==> src/rtl/srfp_pkg.sv <==
// Shared types and constants for the sonar range frame parser.
`default_nettype none
package srfp_pkg;

  localparam int RANGE_W     = 10;
  localparam int RATE_W      = 31;
  localparam int TICK_RATE_W = 20;
  localparam int PROD_W      = RANGE_W + TICK_RATE_W;
  localparam int OUT_TDATA_W = 48;
  localparam int CFG_INDEX_W = 2;

  localparam int MUL_STEPS = RANGE_W;
  localparam int DIV_STEPS = PROD_W;

  localparam logic [7:0]             CR_BYTE          = 8'd13;
  localparam logic [7:0]             DIGIT_LO         = 8'd48;
  localparam logic [7:0]             DIGIT_HI         = 8'd57;
  localparam logic [RANGE_W-1:0]     RANGE_MAX        = 10'd999;
  localparam logic [TICK_RATE_W-1:0] TICK_RATE_RESET  = 20'd1000000;
  localparam logic [7:0]             START_CHAR_RESET = 8'd82;

  localparam logic [CFG_INDEX_W-1:0] CFG_TICK_RATE  = 2'd0;
  localparam logic [CFG_INDEX_W-1:0] CFG_START_CHAR = 2'd1;

  typedef enum logic [2:0] {
    PH_WAIT = 3'd0,
    PH_DIG1 = 3'd1,
    PH_DIG2 = 3'd2,
    PH_DIG3 = 3'd3,
    PH_CR   = 3'd4
  } phase_t;

  typedef enum logic [1:0] {
    CS_IDLE,
    CS_MUL,
    CS_DIV,
    CS_HOLD
  } ctl_state_t;

  typedef struct packed {
    logic [RANGE_W-1:0] range_value;
    logic [RANGE_W-1:0] mag;
    logic               neg;
  } frame_t;

endpackage
`default_nettype wire

==> src/rtl/srfp_parse.sv <==
// Frame parser: start character, three digits, carriage return; tick counter.
`default_nettype none
module srfp_parse #(
  parameter int ELAPSED_WIDTH = 32
) (
  input  wire                      clk,
  input  wire                      rst,
  input  wire                      item_valid,
  input  wire                      kind,
  input  wire  [7:0]               data_byte,
  input  wire  [7:0]               start_char,
  output srfp_pkg::frame_t         frame,
  output logic [ELAPSED_WIDTH-1:0] divisor,
  output logic                     frame_valid
);

  srfp_pkg::phase_t phase, phase_next;
  logic [srfp_pkg::RANGE_W-1:0] digit_accum;
  logic [srfp_pkg::RANGE_W-1:0] previous_range;
  logic [ELAPSED_WIDTH-1:0]     elapsed_ticks;

  logic       byte_item, tick_item, is_dig;
  logic       acc_first, acc_step, frame_fire;
  logic [3:0] digit;
  logic [13:0] mac;

  assign byte_item = item_valid && !kind;
  assign tick_item = item_valid && kind;
  assign is_dig    = (data_byte >= srfp_pkg::DIGIT_LO) && (data_byte <= srfp_pkg::DIGIT_HI);
  assign digit     = data_byte[3:0];
  assign mac       = 14'({digit_accum, 3'b000}) + 14'({digit_accum, 1'b0}) + 14'(digit);

  always_comb begin
    phase_next = phase;
    if (byte_item) begin
      unique case (phase)
        srfp_pkg::PH_DIG1: phase_next = is_dig ? srfp_pkg::PH_DIG2 : srfp_pkg::PH_WAIT;
        srfp_pkg::PH_DIG2: phase_next = is_dig ? srfp_pkg::PH_DIG3 : srfp_pkg::PH_WAIT;
        srfp_pkg::PH_DIG3: phase_next = is_dig ? srfp_pkg::PH_CR : srfp_pkg::PH_WAIT;
        srfp_pkg::PH_CR:   phase_next = srfp_pkg::PH_WAIT;
        default: begin
          phase_next = (data_byte == start_char) ? srfp_pkg::PH_DIG1 : srfp_pkg::PH_WAIT;
        end
      endcase
    end
  end

  always_comb begin
    acc_first  = 1'b0;
    acc_step   = 1'b0;
    frame_fire = 1'b0;
    if (byte_item) begin
      unique case (phase) inside
        srfp_pkg::PH_DIG1:                   acc_first  = is_dig;
        srfp_pkg::PH_DIG2, srfp_pkg::PH_DIG3: acc_step   = is_dig;
        srfp_pkg::PH_CR:                     frame_fire = (data_byte == srfp_pkg::CR_BYTE);
        default: ;
      endcase
    end
  end

  always_ff @(posedge clk) begin
    if (rst) begin
      phase          <= srfp_pkg::PH_WAIT;
      digit_accum    <= '0;
      previous_range <= '0;
      elapsed_ticks  <= '0;
      frame_valid    <= 1'b0;
    end else begin
      phase       <= phase_next;
      frame_valid <= frame_fire;
      if (acc_first) begin
        digit_accum <= srfp_pkg::RANGE_W'(digit);
      end else if (acc_step) begin
        digit_accum <= mac[srfp_pkg::RANGE_W-1:0];
      end
      // saturate at all ones
      if (tick_item && (elapsed_ticks != '1)) begin
        elapsed_ticks <= elapsed_ticks + 1'b1;
      end else if (frame_fire) begin
        elapsed_ticks <= '0;
      end
      if (frame_fire) begin
        previous_range <= digit_accum;
      end
    end
  end

  // snapshot of the finished frame, held until the next one
  always_ff @(posedge clk) begin
    if (frame_fire) begin
      frame.range_value <= digit_accum;
      frame.neg         <= digit_accum < previous_range;
      frame.mag         <= (digit_accum < previous_range) ? previous_range - digit_accum
                                                          : digit_accum - previous_range;
      divisor           <= (elapsed_ticks == '0) ? ELAPSED_WIDTH'(1) : elapsed_ticks;
    end
  end

endmodule
`default_nettype wire

==> src/rtl/srfp_mul.sv <==
// Shift-add multiplier, one multiplier bit per cycle.
`default_nettype none
module srfp_mul (
  input  wire                                  clk,
  input  wire                                  rst,
  input  wire                                  start,
  input  wire  [srfp_pkg::RANGE_W-1:0]         mplier,
  input  wire  [srfp_pkg::TICK_RATE_W-1:0]     mcand,
  output logic [srfp_pkg::PROD_W-1:0]          product,
  output logic                                 done
);

  localparam int CNT_W = $clog2(srfp_pkg::MUL_STEPS);
  localparam logic [CNT_W-1:0] LAST = CNT_W'(srfp_pkg::MUL_STEPS - 1);

  logic [srfp_pkg::TICK_RATE_W-1:0] acc;
  logic [srfp_pkg::RANGE_W-1:0]     q;
  logic [srfp_pkg::TICK_RATE_W-1:0] m;
  logic [CNT_W-1:0]                 cnt;
  logic                             busy;
  logic [srfp_pkg::TICK_RATE_W:0]   sum;

  assign sum     = {1'b0, acc} + (q[0] ? {1'b0, m} : '0);
  assign product = {acc, q};

  always_ff @(posedge clk) begin
    if (rst) begin
      busy <= 1'b0;
      done <= 1'b0;
      cnt  <= '0;
    end else begin
      done <= busy && (cnt == LAST);
      if (start) begin
        busy <= 1'b1;
        cnt  <= '0;
      end else if (busy) begin
        cnt <= cnt + 1'b1;
        if (cnt == LAST) begin
          busy <= 1'b0;
        end
      end
    end
  end

  always_ff @(posedge clk) begin
    if (start) begin
      acc <= '0;
      q   <= mplier;
      m   <= mcand;
    end else if (busy) begin
      // add then shift the pair right one place
      acc <= sum[srfp_pkg::TICK_RATE_W:1];
      q   <= {sum[0], q[srfp_pkg::RANGE_W-1:1]};
    end
  end

endmodule
`default_nettype wire

==> src/rtl/srfp_div.sv <==
// Restoring divider, one quotient bit per cycle.
`default_nettype none
module srfp_div #(
  parameter int ELAPSED_WIDTH = 32
) (
  input  wire                          clk,
  input  wire                          rst,
  input  wire                          start,
  input  wire  [srfp_pkg::PROD_W-1:0]  dividend,
  input  wire  [ELAPSED_WIDTH-1:0]     divisor,
  output logic [srfp_pkg::PROD_W-1:0]  quotient,
  output logic                         done
);

  localparam int CNT_W = $clog2(srfp_pkg::DIV_STEPS);
  localparam logic [CNT_W-1:0] LAST = CNT_W'(srfp_pkg::DIV_STEPS - 1);

  logic [ELAPSED_WIDTH-1:0] rem;
  logic [ELAPSED_WIDTH:0]   trial, diff;
  logic                     fits;
  logic [CNT_W-1:0]         cnt;
  logic                     busy;

  assign trial = {rem, quotient[srfp_pkg::PROD_W-1]};
  assign diff  = trial - {1'b0, divisor};
  assign fits  = trial >= {1'b0, divisor};

  always_ff @(posedge clk) begin
    if (rst) begin
      busy <= 1'b0;
      done <= 1'b0;
      cnt  <= '0;
    end else begin
      done <= busy && (cnt == LAST);
      if (start) begin
        busy <= 1'b1;
        cnt  <= '0;
      end else if (busy) begin
        cnt <= cnt + 1'b1;
        if (cnt == LAST) begin
          busy <= 1'b0;
        end
      end
    end
  end

  // quotient register shifts the dividend out and the result bits in
  always_ff @(posedge clk) begin
    if (start) begin
      rem      <= '0;
      quotient <= dividend;
    end else if (busy) begin
      rem      <= fits ? diff[ELAPSED_WIDTH-1:0] : trial[ELAPSED_WIDTH-1:0];
      quotient <= {quotient[srfp_pkg::PROD_W-2:0], fits};
    end
  end

endmodule
`default_nettype wire

==> src/rtl/sonar_range_frame_parser.sv <==
// Throughput: the slave side is held off after each complete frame while the shift-add
//   multiplier (10 steps) and the restoring divider (30 steps) run, and while a result waits
//   for the output register to free; otherwise one transaction per cycle. Once loaded, a result
//   waits in the output register without blocking.
// Reset: synchronous; parser idle, counts and previous range cleared, tick_rate 1000000,
//   start_char 'R'.
`default_nettype none
module sonar_range_frame_parser #(
  parameter int ELAPSED_WIDTH = 32
) (
  input  wire                                 clk,
  input  wire                                 rst,
  input  wire                                 s_axis_tvalid,
  output logic                                s_axis_tready,
  input  wire  [7:0]                          s_axis_tdata,  // data_byte
  input  wire                                 s_axis_tuser,  // kind
  output logic                                m_axis_tvalid,
  input  wire                                 m_axis_tready,
  output logic [srfp_pkg::OUT_TDATA_W-1:0]    m_axis_tdata,  // range_value, range_rate, zero pad
  input  wire                                 cfg_we,
  input  wire  [srfp_pkg::CFG_INDEX_W-1:0]    cfg_index,
  input  wire  [srfp_pkg::TICK_RATE_W-1:0]    cfg_data
);

  logic [srfp_pkg::TICK_RATE_W-1:0] tick_rate;
  logic [7:0]                       start_char;

  srfp_pkg::ctl_state_t state, state_next;
  srfp_pkg::frame_t     frame;
  logic [ELAPSED_WIDTH-1:0]      divisor;
  logic                          frame_valid;
  logic                          mul_start, mul_done, div_start, div_done, load, out_free;
  logic [srfp_pkg::PROD_W-1:0]   product, quotient;
  logic [srfp_pkg::RATE_W-1:0]   rate_mag, rate;

  always_ff @(posedge clk) begin
    if (rst) begin
      tick_rate  <= srfp_pkg::TICK_RATE_RESET;
      start_char <= srfp_pkg::START_CHAR_RESET;
    end else if (cfg_we) begin
      unique case (cfg_index)
        srfp_pkg::CFG_TICK_RATE:  tick_rate  <= cfg_data;
        srfp_pkg::CFG_START_CHAR: start_char <= cfg_data[7:0];
        default: ;
      endcase
    end
  end

  srfp_parse #(.ELAPSED_WIDTH(ELAPSED_WIDTH)) u_parse (
    .clk         (clk),
    .rst         (rst),
    .item_valid  (s_axis_tvalid && s_axis_tready),
    .kind        (s_axis_tuser),
    .data_byte   (s_axis_tdata),
    .start_char  (start_char),
    .frame       (frame),
    .divisor     (divisor),
    .frame_valid (frame_valid)
  );

  srfp_mul u_mul (
    .clk     (clk),
    .rst     (rst),
    .start   (mul_start),
    .mplier  (frame.mag),
    .mcand   (tick_rate),
    .product (product),
    .done    (mul_done)
  );

  srfp_div #(.ELAPSED_WIDTH(ELAPSED_WIDTH)) u_div (
    .clk      (clk),
    .rst      (rst),
    .start    (div_start),
    .dividend (product),
    .divisor  (divisor),
    .quotient (quotient),
    .done     (div_done)
  );

  assign out_free = !m_axis_tvalid || m_axis_tready;

  always_comb begin
    state_next = state;
    unique case (state)
      srfp_pkg::CS_IDLE: if (frame_valid) state_next = srfp_pkg::CS_MUL;
      srfp_pkg::CS_MUL:  if (mul_done)    state_next = srfp_pkg::CS_DIV;
      srfp_pkg::CS_DIV: begin
        if (div_done) state_next = out_free ? srfp_pkg::CS_IDLE : srfp_pkg::CS_HOLD;
      end
      srfp_pkg::CS_HOLD: if (out_free) state_next = srfp_pkg::CS_IDLE;
      default: state_next = srfp_pkg::CS_IDLE;
    endcase
  end

  always_comb begin
    s_axis_tready = 1'b0;
    mul_start     = 1'b0;
    div_start     = 1'b0;
    load          = 1'b0;
    unique case (state)
      srfp_pkg::CS_IDLE: begin
        s_axis_tready = 1'b1;
        mul_start     = frame_valid;
      end
      srfp_pkg::CS_MUL:  div_start = mul_done;
      srfp_pkg::CS_DIV:  load      = div_done && out_free;
      srfp_pkg::CS_HOLD: load      = out_free;
      default: ;
    endcase
  end

  assign rate_mag = {1'b0, quotient};
  assign rate     = frame.neg ? '0 - rate_mag : rate_mag;

  always_ff @(posedge clk) begin
    if (rst) begin
      state         <= srfp_pkg::CS_IDLE;
      m_axis_tvalid <= 1'b0;
    end else begin
      state <= state_next;
      if (load) begin
        m_axis_tvalid <= 1'b1;
      end else if (m_axis_tready) begin
        m_axis_tvalid <= 1'b0;
      end
    end
  end

  always_ff @(posedge clk) begin
    if (load) begin
      m_axis_tdata <= srfp_pkg::OUT_TDATA_W'({rate, frame.range_value});
    end
  end

endmodule
`default_nettype wire

==> config.mk <==
export PLATFORM = sky130hd
export DESIGN_NAME = sonar_range_frame_parser
export DESIGN_NICKNAME = d
export VERILOG_FILES = /design/src/rtl/srfp_pkg.sv /design/src/rtl/srfp_parse.sv /design/src/rtl/srfp_mul.sv /design/src/rtl/srfp_div.sv /design/src/rtl/sonar_range_frame_parser.sv
export SDC_FILE = /design/constraint.sdc
export NUM_CORES = 1
export LEC_CHECK = 0
export ABC_CLOCK_PERIOD_IN_PS = 3400
export CAP_MARGIN = 10
export CORE_MARGIN = 2
export CORE_UTILIZATION = 51
export CTS_CLUSTER_DIAMETER = 80
export DETAILED_ROUTE_END_ITERATION = 8
export DONT_BUFFER_PORTS = 1
export PLACE_DENSITY = 0.68
export SETUP_SLACK_MARGIN = 0.4
export SYNTH_ARGS = -nofsm -noshare
export SYNTH_HDL_FRONTEND = slang
export SYNTH_SLANG_ARGS = --single-unit
==> constraint.sdc <==
create_clock -name clk -period 3.4 [get_ports clk]
set_input_delay 0.17 -clock clk [delete_from_list [all_inputs] [get_ports clk]]
set_output_delay 0.17 -clock clk [all_outputs]
set_load 0.02 [all_outputs]
==> results of run 1 <==
[area by class of cell]
class | count | area [um^2] | area share (%)
inverter | 81 | 304 | 1.64
clock buffer | 42 | 995 | 5.38
sequential | 306 | 7670 | 41.5
timing repair buffer | 73 | 748 | 4.05
tap | 402 | 503 | 2.72
clock inverter | 23 | 322 | 1.74
multi-input combinational | 1232 | 7950 | 43.0
[synth_stat cells (6+ instances only)]
cell type and number:
nand2_1 262, edfxtp_1 154, dfxtp_1 152, a21oi_1 143
nor2_1 138, ha_1 92, clkbuf_1 88, o21ai_0 83
inv_1 81, xnor2_1 75, mux2i_1 39, xor2_1 33
nand4_1 30, and2_1 26, nand3_1 24, a21o_1 21
nand2b_1 20, nor3_1 19, nor2b_1 17, a211oi_1 15
nor4_1 12, nand3b_1 11, o31ai_1 11, and4_1 9
a31oi_1 8, and3_1 8, buf_4 8, o211ai_1 8
or3_1 8, o21bai_1 7, or2_2 7, fa_1 6
o21a_1 6
[per-layer routing]
metal / GRT usage, % / wire [um]
met5: 0 / 0
met4: 6.71 / 1030
met3: 3.17 / 1590
met2: 33.1 / 15300
met1: 30.7 / 17500
[power by group]
part / total [mW] / switching (mW) / internal [mW]
registers: 4.06 / 0.106 / 3.95
clock network: 4.22 / 1.58 / 2.65
logic: 0.656 / 0.358 / 0.297
total: 8.94 / 2.04 / 6.90
[state kept, by name, indices dropped and copies added (netlist names), 20 cells and up]
signal / flops
tick_rate: 20
u_parse.divisor: 32
u_parse.frame: 21
u_parse.elapsed_ticks: 32
m_axis_tdata: 41
u_mul.m: 20
u_div.rem: 32
u_mul.acc: 20
u_div.quotient: 30
[worst max-delay path, stage by stage, from the launching register on]
cell and delay (ps):
edfxtp_1 430, and2_4 160, ha_2 180, fa_2 360, a21o_1 180, a21oi_2 170
nor2b_2 70, o2111a_2 310, a2111oi_4 410, nor2_1 110, a31oi_1 200, nor3b_2 210
nor3_1 70
[cells by family after synthesis]
family / synth area share [%]
buffers and inverters: 4.51
adders and majority gates: 7.86
other: 0.0232
xor gates and xnor gates: 5.85
and+or+nand+nor: 18.2
muxes: 2.69
AOI/OAI and AO/OA: 13.5
DFF: 47.4
[timing repair]
item | in CTS | in global routing
endpoints found under the hold margin | 91 | 0
cloned | 1 | 0
pin swaps | 2 | 11
hold buffers | 39 | 0
resized for setup | 14 | 33
buffers inserted | 2 | 6
setup endpoints to repair | 36 | 44
[stage by stage]
step | power, mW | utilization [%] | worst slack, ps
floorplan | 4.59 | - | 408
global placement | 4.68 | 52.6 | 310
detailed placement | 4.70 | 52.6 | 230
CTS | 8.98 | 58.4 | 384
global route | 9.25 | 58.9 | 280
finish | 8.94 | 58.9 | 447
[cells in the final DEF (no fill, tap or decap), types with 18 or more instances in the layout]
master           n
nor2_1         137
mux2i_1         38
nand4_1         30
inv_1           80
nor3_1          18
dlygate4sd3_1   38
a21oi_1        137
xnor2_1         75
dfxtp_1        152
buf_4           25
nand2_1        261
a21o_1          21
and2_1          25
nand3_1         24
nand2b_1        19
xor2_1          33
clkbuf_16       37
o21ai_0         77
ha_1            87
edfxtp_1       154
[final timing paths]
path | slack [ps] | start | cells after the start | endpoint
max reg2reg | 450 | u_mul.q[0] | 12 | u_mul.acc[15]
min reg2reg | 420 | u_parse.frame[19] | 0 | m_axis_tdata[8]
max | 450 | u_mul.q[0] | 12 | u_mul.acc[15]
min | 20 | rst | 2 | u_parse.elapsed_ticks[30]
==> results.yml, run 1 <==
clock_network:
  cts_tree: "done"
  clk_pin_slew_worst_paths_ps: 60
  htreeDepth: 2
  cts_buffers: 36
  cts_root_buf: "clkbuf_16"
  clkLatencyLatePin_ps: 520
  cts_sinks: 306
  ctsLongestPathBuffers: 3
power:
  ir_drop_uv: 416
  power_density_nw_per_um2: 484
  p_leak_nw: 7.28
place:
  gp_congestion: 0.868
  port_buffers: 0
  placed_cell_area_um2: 16500
  dpl.cell_count: 2045
  hpwl_mm: 24.1
timing:
  skew_ps: 14.5
  rsz0062_at_grt: "true"
  setup_viol_count_final: 0
  fin_tns_setup_ps: 0
  hold_viol: 0
  relSlewSlack_pct: 33.2
  timing.fmax_mhz: 339
  max_slew.worst_pin.slew_ps: 1000
  fin_crit_ps: 2950
  holdWs_ps: 19.9
  finalMaxSlewViolations: 0
  min_period_over_period_pct: 86.9
yosys:
  ys_types: 73
  synth-seq-area-share_pct: 47.4
  yosys_warnings: 0
  synth_cells: 1717
  ys_seq_elements: 306
  synth.avg_cell_area_um2: 9.42
  synth_area_um2: 16200
  yosys_most_used_dff: "edfxtp_1"
  synth-async-reset-ratio_pct: 0
  synth_top_area_cell: "edfxtp_1"
  yosys-top-cells-area: "edfxtp_1, dfxtp_1, ha_1"
  synth-edff-count: 154
  yosysTopAreaCellShare_pct: 28.6
route:
  ant_nets: 0
  drt_first_pass_iters: 5
  num_vias: 12051
  dr.first_iter.drc_count: 838
  post_drt_wl_per_cell_um: 16.4
  drc: 0
  wl_mm: 35.4
  routed_via_density: 5.58
finish:
  fillers: 2664
  area_growth_syn_to_layout_pct: 14.3
  nNetsFinal: 1864
  diodes: 0
  drive_above_1_share_pct: 9.11
  stdcell_area_um2: 18500
  instances_no_fill: 2159
floorplanning:
  dieHeight_um: 182
  start_util_pct: 51.5
  core_um2: 31400
  rows: 65
  dieArea_um2: 33200
  die_x_um: 182
  pin_count: 86
setup_path:
  path_max_fanout: 3
  cp-start-kind: "flip-flop"
  worstSetupEndpointType: "flip-flop"
  critPathKind: "reg2reg"
  crit_arrival_ps: 3370
  worstPathRequired_ps: 3820
outcome:
  status: "completed"
grt:
  antenna_found_initial: 0
  grt_pass1_wl_mm: 58.2
  grt_max_degree: 88
  track_usage_pct: 21.3
  grt_pass1_vias: 11533
  overflow: 0
job:
  cap_violations: 0
hold_path:
  hp-class: "in2reg"
(Power assumes the default switching activity.)
==> run 2, diff against run 1 <==
ABC_CLOCK_PERIOD_IN_PS = 3500   (was 3400)
PLACE_DENSITY = 0.65   (was 0.68)
clock period = 3.5 ns   (was 3.4 ns; I/O delays follow)
==> results.yml, run 2 (synthesis gave the netlist of run 1 again) <==
timing:
  skew_ps: 19.7
  setup_viol_count_final: 0
  fin_tns_setup_ps: 0
  rsz0062_at_grt: "false"
  fin_crit_ps: 2970
  timing.fmax_mhz: 337
  hold_viol: 0
  relSlewSlack_pct: 27.6
  holdWs_ps: 25.3
  max_slew.worst_pin.slew_ps: 1080
  finalMaxSlewViolations: 0
  min_period_over_period_pct: 84.9
floorplanning:
  rows: 65
  dieHeight_um: 182
  start_util_pct: 51.5
  die_x_um: 182
  dieArea_um2: 33200
  pin_count: 86
  core_um2: 31400
route:
  routed_via_density: 5.57
  dr.first_iter.drc_count: 859
  num_vias: 12009
  post_drt_wl_per_cell_um: 16.5
  drc: 0
  wl_mm: 35.5
  drt_first_pass_iters: 7
  ant_nets: 0
clock_network:
  htreeDepth: 2
  clk_pin_slew_worst_paths_ps: 60
  cts_tree: "done"
  cts_root_buf: "clkbuf_16"
  cts_buffers: 34
  clkLatencyLatePin_ps: 520
  ctsLongestPathBuffers: 3
  cts_sinks: 306
job:
  cap_violations: 0
grt:
  grt_pass1_vias: 11343
  grt_pass1_wl_mm: 58.4
  overflow: 0
  track_usage_pct: 21.5
  antenna_found_initial: 0
  grt_max_degree: 87
place:
  port_buffers: 0
  gp_congestion: 0.889
  hpwl_mm: 24.2
  dpl.cell_count: 2046
finish:
  instances_no_fill: 2156
  post-route-util_pct: 58.0
  drive_above_1_share_pct: 7.47
  layout.cells.most_common: "nand2_1"
  nNetsFinal: 1862
  area_growth_syn_to_layout_pct: 12.6
  largest_register: "m_axis_tdata"
  fillers: 2690
  diodes: 0
  mostFrequentLayoutCells: "nand2_1, edfxtp_1, dfxtp_1"
  largest_reg_flops: 41
setup_path:
  critPathKind: "reg2reg"
  crit_arrival_ps: 3370
  worstPathRequired_ps: 3900
  worstSetupEndpointType: "flip-flop"
  path_max_fanout: 20
  cp-start-kind: "flip-flop"
outcome:
  status: "completed"
hold_path:
  hp-class: "in2reg"
power:
  seqPwrFrac_pct: 48.6
  p_leak_nw: 7.17
  p_int_mw: 6.22
  power_frac_comb_pct: 7.7
  ir_drop_uv: 379
  switchingPower_mw: 1.89
  power_density_nw_per_um2: 445
  p_sw_share_pct: 23.3
  clkPwrFrac_pct: 43.7
run 2: timing repair:
action,4_1_cts,5_1_grt
gates resized for setup,4,20
hold buffers,44,0
cloned,0,1
endpoints found under the setup margin,16,39
pin swaps,0,4
setup buffers,0,3
endpoints found under the hold margin,85,0
run 2: layout make-up:
type	count	area [um^2]	area share [%]
clock buffer	42	953	5.23
clock inverter	20	169	0.927
inverter	81	304	1.67
multi-input combinational	1232	7900	43.4
sequential	306	7670	42.1
tap	402	503	2.76
timing repair buffer	73	718	3.94
run 2: routing by layer:
metal | wire length (um) | global-route usage [%] | up-vias | part of all wire, %
met1 | 17500 | 31.8 | 5572 | 49
met5 | 0 | 0 | - | 0
met4 | 832 | 6.61 | 0 | 2.3
met2 | 15100 | 32.5 | 335 | 43
li1 | - | - | 6045 | -
met3 | 2040 | 3.13 | 57 | 5.7
run 2: path summary, 6_finish.rpt:
kind	slack [ps]	to	cells after the start	startpoint
worst min register to register	420	m_axis_tdata[1]	0	u_parse.frame[12]
worst max register to register	530	u_mul.acc[17]	12	u_mul.q[0]
worst min-delay path	30	u_parse.elapsed_ticks[25]	2	rst
worst max-delay path	530	u_mul.acc[17]	12	u_mul.q[0]
run 2: metrics by stage:
| stage | worst slack, ps | power (mW) | instance area (um^2) |
|---|---|---|---|
| finish | 529 | 8.12 | 18200 |
| floorplan | 435 | 4.46 | 16200 |
| global placement | 292 | 4.55 | 16500 |
| CTS | 370 | 8.17 | 18100 |
| global route | 360 | 8.42 | 18200 |
| detailed placement | 259 | 4.56 | 16500 |
run 2: power by group through the flow:
stage	logic [mW]	registers (mW)	clock network, mW
6_report	0.624	3.94	3.55
5_1_grt	0.697	3.96	3.76
4_1_cts	0.609	3.94	3.62
3_5_place_dp	0.550	4.01	0
3_3_place_gp	0.536	4.01	0
2_1_floorplan	0.482	3.98	0
run 2: critical path: stages, from the launching register on:
cell,delay (ps)
edfxtp_1,390
buf_4,200
and2_1,180
fa_2,380
a21o_1,200
a21oi_2,170
nor2b_1,90
o2111a_2,300
a2111oi_4,400
o41ai_1,170
xor2_1,160
mux2i_1,160
nor2_1,50
